File: src/rtl/core/hsm_pkg.sv
// Package for the haptic source mixer: payload structs, register indexes,
// sequencer states and shared constants. No dependencies.
package hsm_pkg;

  localparam int MaxSourcesDefault = 64;
  localparam int EventTypesDefault = 16;
  localparam logic [15:0] CompThreshold = 16'd45875;
  localparam int CfgIdxW = 3;

  typedef enum logic [CfgIdxW-1:0] {
    REG_NATIVE_ONLY  = 3'd0,
    REG_ALLOWED_MASK = 3'd1,
    REG_FOCUS_ACTIVE = 3'd2,
    REG_FOCUS_TYPE   = 3'd3,
    REG_DUCK_GAIN    = 3'd4,
    REG_LIMITER      = 3'd5,
    REG_SLEW         = 3'd6,
    REG_DEADZONE     = 3'd7
  } reg_idx_e;

  typedef enum logic [3:0] {
    ST_IDLE,
    ST_ADD_SCAN,
    ST_EXPIRE,
    ST_READ,
    ST_MULT,
    ST_ACCUM,
    ST_DIV_L,
    ST_DIV_R,
    ST_POST,
    ST_DONE
  } state_e;

  typedef struct packed {
    logic        op;
    logic [3:0]  event_type;
    logic [15:0] source_left;
    logic [15:0] source_right;
    logic [15:0] confidence;
    logic [15:0] ttl_ticks;
    logic [15:0] age_ticks;
  } in_item_t;

  typedef struct packed {
    logic [7:0] left_motor;
    logic [7:0] right_motor;
    logic       frame_valid;
    logic       source_accepted;
    logic [6:0] active_count;
  } out_item_t;

  typedef struct packed {
    logic start;
    logic busy;
    logic done;
  } div_ctrl_t;

endpackage

File: src/rtl/core/hsm_divider.sv
// Restoring divider, one quotient bit per cycle, shared by both channels.
// Depends on hsm_pkg for the control struct.
module hsm_divider #(
  parameter int NumW = 48,
  parameter int DenW = 32
) (
  input  logic                clk_i,
  input  logic                rst_ni,
  input  logic                start_i,
  input  logic [NumW-1:0]     num_i,
  input  logic [DenW-1:0]     den_i,
  output hsm_pkg::div_ctrl_t  ctrl_o,
  output logic [NumW-1:0]     quo_o
);
  import hsm_pkg::*;

  localparam int CntW = $clog2(NumW + 1);

  logic [NumW-1:0] quo_q, quo_d;
  logic [DenW:0]   rem_q, rem_d;
  logic [DenW-1:0] den_q, den_d;
  logic [CntW-1:0] cnt_q, cnt_d;
  logic            busy_q, busy_d, done_q, done_d;
  logic [DenW:0]   trial;

  // One shift and trial subtraction per cycle.
  always_comb begin
    quo_d  = quo_q;
    rem_d  = rem_q;
    den_d  = den_q;
    cnt_d  = cnt_q;
    busy_d = busy_q;
    done_d = 1'b0;
    trial  = {rem_q[DenW-1:0], quo_q[NumW-1]};
    if (start_i) begin
      quo_d  = num_i;
      rem_d  = '0;
      den_d  = den_i;
      cnt_d  = CntW'(NumW);
      busy_d = 1'b1;
    end else if (busy_q) begin
      if (trial >= {1'b0, den_q}) begin
        rem_d = trial - {1'b0, den_q};
        quo_d = {quo_q[NumW-2:0], 1'b1};
      end else begin
        rem_d = trial;
        quo_d = {quo_q[NumW-2:0], 1'b0};
      end
      cnt_d = cnt_q - 1'b1;
      if (cnt_q == CntW'(1)) begin
        busy_d = 1'b0;
        done_d = 1'b1;
      end
    end
  end

  always_ff @(posedge clk_i or negedge rst_ni) begin
    if (!rst_ni) begin
      busy_q <= 1'b0;
      done_q <= 1'b0;
      cnt_q  <= '0;
    end else begin
      busy_q <= busy_d;
      done_q <= done_d;
      cnt_q  <= cnt_d;
    end
  end

  always_ff @(posedge clk_i) begin
    quo_q <= quo_d;
    rem_q <= rem_d;
    den_q <= den_d;
  end

  assign ctrl_o = '{start: start_i, busy: busy_q, done: done_q};
  assign quo_o  = quo_q;
endmodule

File: config.mk
export PLATFORM = sky130hd
export DESIGN_NAME = hsm_divider
export DESIGN_NICKNAME = d
export VERILOG_FILES = /design/src/rtl/core/hsm_pkg.sv /design/src/rtl/core/hsm_divider.sv
export SDC_FILE = /design/constraint.sdc
export NUM_CORES = 1
export LEC_CHECK = 0
export BUFFER_PORTS_ARGS = -buffer_cell sky130_fd_sc_hd__buf_4
export CAP_MARGIN = 20
export CORE_MARGIN = 3
export CORE_UTILIZATION = 50
export DETAILED_ROUTE_END_ITERATION = 7
export PLACE_DENSITY = 0.73
export SYNTH_ARGS = -nofsm -noshare
export SYNTH_HDL_FRONTEND = slang
export SYNTH_SLANG_ARGS = --single-unit
File: constraint.sdc
create_clock -name clk_i -period 3.1 [get_ports clk_i]
set_input_delay 0.155 -clock clk_i [delete_from_list [all_inputs] [get_ports clk_i]]
set_output_delay 0.155 -clock clk_i [all_outputs]
set_load 0.1 [all_outputs]
==> flow_summary_export.csv <==
group,metric,value,unit
yosys,ys.flop_type,"edfxtp_1",
timing,slew_headroom,40.0,%
layout,utilization,67.7,%
power,ir_drop,528,uV
yosys,ys_warn_count,0,
global_routing,grtUsageTotal,22.7,%
worst_setup_path,required,3440,ps
drt,drc,0,
timing,min_period,2940,ps
place,place.gp.congestion,0.873,
clock_tree,cts_tree,"done",
clock_tree,cts_buffers,17,
global_routing,grt_max_degree,59,
yosys,synth.area.mux_share,8.22,%
yosys,synth_xor_area_share,2.97,%
timing,hold_violations,0,
yosys,syn_inst,654,
hold_path,hp-class,"in2reg",
clock_tree,path_clk_slew,70,ps
yosys,yosys.area_share.simple,13.3,%
place,dp_cells,940,
drt,wl,17600,um
global_routing,antenna_found_initial,0,
place,port_buffers,133,
drt,via_count,5739,
layout,layout_common_cells,"buf_4 (151), edfxtp_1 (80), mux2_2 (48)",
floorplanning,placementRows,42,
layout,fin_cells,1005,
clock_tree,clock-sinks,120,
worst_setup_path,start_kind,"flop",
yosys,synthAdderAreaFrac,6.30,%
global_routing,grt_pass1_wl,28600,um
yosys,synth_edf_count,80,
yosys,synth_top_family_by_area,"compound AO/OA/AOI/OAI gates",
yosys,syn_area,7070,um2
floorplanning,die_h,125,um
worst_setup_path,critPathKind,"reg2reg",
drt,wl_per_cell,17.5,um
clock_tree,clockBufferDepth,2,
drt,initialDrtViolationCount,497,
yosys,synth_cell_types,70,
power,p_per_area,612,nW/um2
clock_tree,root_buffer,"clkbuf_16",
floorplanning,die_area,15600,um2
timing,fin_skew,13.8,ps
layout,mostFrequentLayoutCell,"buf_4",
flow_run,maxCapViolCount,0,
worst_setup_path,cp.arrival,3280,ps
timing,rsz0062_at_grt,"no",
timing,finalSetupViolCount,0,
layout,syn2layout_area_growth,29.4,%
timing,finalSetupTns,0,ps
worst_setup_path,critPathCaptureType,"flop",
timing,fmax,340,MHz
drt,ant_nets,0,
layout,insertedDiodeCount,0,
layout,drive_gt1_share,33.7,%
layout,fin_nets,934,
global_routing,grt_pass1_vias,5717,
status,outcome,"completed",
global_routing,gr-total-overflow,0,
yosys,synth_area_per_cell,10.8,um2
yosys,synth_compound_area_share,18.2,%
yosys,synth_nets,772,
yosys,async_flop_share,6.67,%
clock_tree,htreeDepth,4,
place,dp_hpwl,12200,um
worst_setup_path,worstPathMaxFanout,3,
drt,drt_pass1_iterations,7,
yosys,synth_seq_cells,120,
floorplanning,die_w,125,um
clock_tree,clock_latency,430,ps
floorplanning,start_util,52.3,%
floorplanning,io_pins,134,
timing,drv_slew,0,
timing,worst_pin_slew,894,ps
power,leakage,0.00385,uW
floorplanning,fp.coreArea,13500,um2
drt,viasPerCell,5.71,
layout,fillers,997,
yosys,ys_seq_area_share,45.9,%
timing,period_share,94.9,%
## worst max-delay path: stages (launching register included)
cell       delay (ps)
edfxtp_1          340
inv_1              70
ha_1              230
fa_1              410
nor2b_1           280
o2111ai_1         170
a21oi_1           310
nor3_1            130
o21ai_1           350
xor2_1            180
o21ai_1           100
a311oi_2          270
## through the flow
| stage | cell area (um2) | power [uW] | setup WS [ps] | hold slack, ps |
|---|---|---|---|---|
| floorplan | 7070 | 3240 | 1.83 | -141 |
| global placement | 8230 | 3620 | 253 | -24.0 |
| detailed placement | 8230 | 3650 | 138 | -20.7 |
| CTS | 9140 | 5610 | 123 | 7.28 |
| global route | 9140 | 5840 | 20.4 | 1.81 |
| finish | 9140 | 5590 | 159 | 21.7 |
## final timing paths
kind / from / end / slack (ps) / depth (start not counted)
hold reg to reg: rem_q[30] / rem_q[30] / 490 / 2
hold / removal: num_i[15] / quo_o[15] / 20 / 2
setup / recovery: quo_o[47] / rem_q[26] / 160 / 11
setup reg to reg: quo_o[47] / rem_q[26] / 160 / 11
max in group asynchronous: rst_ni / busy_q / 2870 / 2
min in group asynchronous: rst_ni / cnt_q[1] / 90 / 2
## final cells by class
| cell class | instances | area, um2 | area share [%] |
|---|---|---|---|
| clock buffer | 17 | 425 | 4.65 |
| inverter | 40 | 150 | 1.64 |
| clock inverter | 15 | 150 | 1.64 |
| tap | 176 | 220 | 2.41 |
| sequential | 120 | 3240 | 35.5 |
| multi-input combinational | 452 | 3470 | 37.9 |
| timing repair buffer | 185 | 1480 | 16.2 |
## cells in the mapped netlist (7+ instances only)
master | number | area share [%]
inv_1 | 40 | 2.1
edfxtp_1 | 80 | 34
o21ai_1 | 16 | 1.1
ha_1 | 34 | 6.0
o211ai_1 | 11 | 1.2
dfrtp_1 | 8 | 2.8
dfxtp_1 | 32 | 9.1
a311oi_2 | 17 | 3.6
nor3_1 | 10 | 0.71
nor2_1 | 47 | 2.5
nand2b_1 | 8 | 0.71
o21ai_0 | 20 | 1.4
a21oi_1 | 33 | 2.3
nand3_2 | 11 | 1.6
clkbuf_1 | 19 | 1.0
a21o_1 | 8 | 0.85
buf_2 | 11 | 0.78
nand3_1 | 21 | 1.5
xnor2_1 | 17 | 2.1
nand2_1 | 36 | 1.9
and3_1 | 7 | 0.62
xor2_1 | 7 | 0.87
mux2_2 | 48 | 7.6
nand4_1 | 16 | 1.4
o21a_1 | 7 | 0.74
## logic make-up after synthesis
| kind of cell | after synthesis |
|---|---|
| adder cells (fa/ha/maj) | 35 |
| buffers and inverters | 82 |
| multiplexers | 52 |
| AO/OA/AOI/OAI | 161 |
| XOR/XNOR | 24 |
| AND/OR/NAND/NOR | 180 |
| flip-flops | 120 |
## report_power, final
group          switching, uW  total [uW]  internal (uW)
combinational           1100        1680            582
sequential               101        1990           1890
clock                    852        1920           1070
total                   2050        5590           3540
## per-layer routing
| layer | share of wire, % | wire [um] | track usage [%] |
|---|---|---|---|
| met1 | 44 | 7740 | 29.1 |
| met2 | 50 | 8760 | 37.8 |
| met3 | 4.5 | 790 | 5.92 |
| met4 | 1.7 | 301 | 6.70 |
| met5 | 0 | 0 | 0 |
## flip-flops by register name, summed over array words and instances (netlist names)
| register | cells |
|---|---|
| busy_q | 1 |
| rem_q | 32 |
| cnt_q | 6 |
| done_q | 1 |
| den_q | 32 |
| quo_o | 48 |
## repair_timing
action	CTS	global route
hold buffers	33	0
resized for setup	0	1
hold endpoints to repair	40	0
setup endpoints to repair	0	1
buffers inserted	0	0
(Power assumes the default switching activity.)
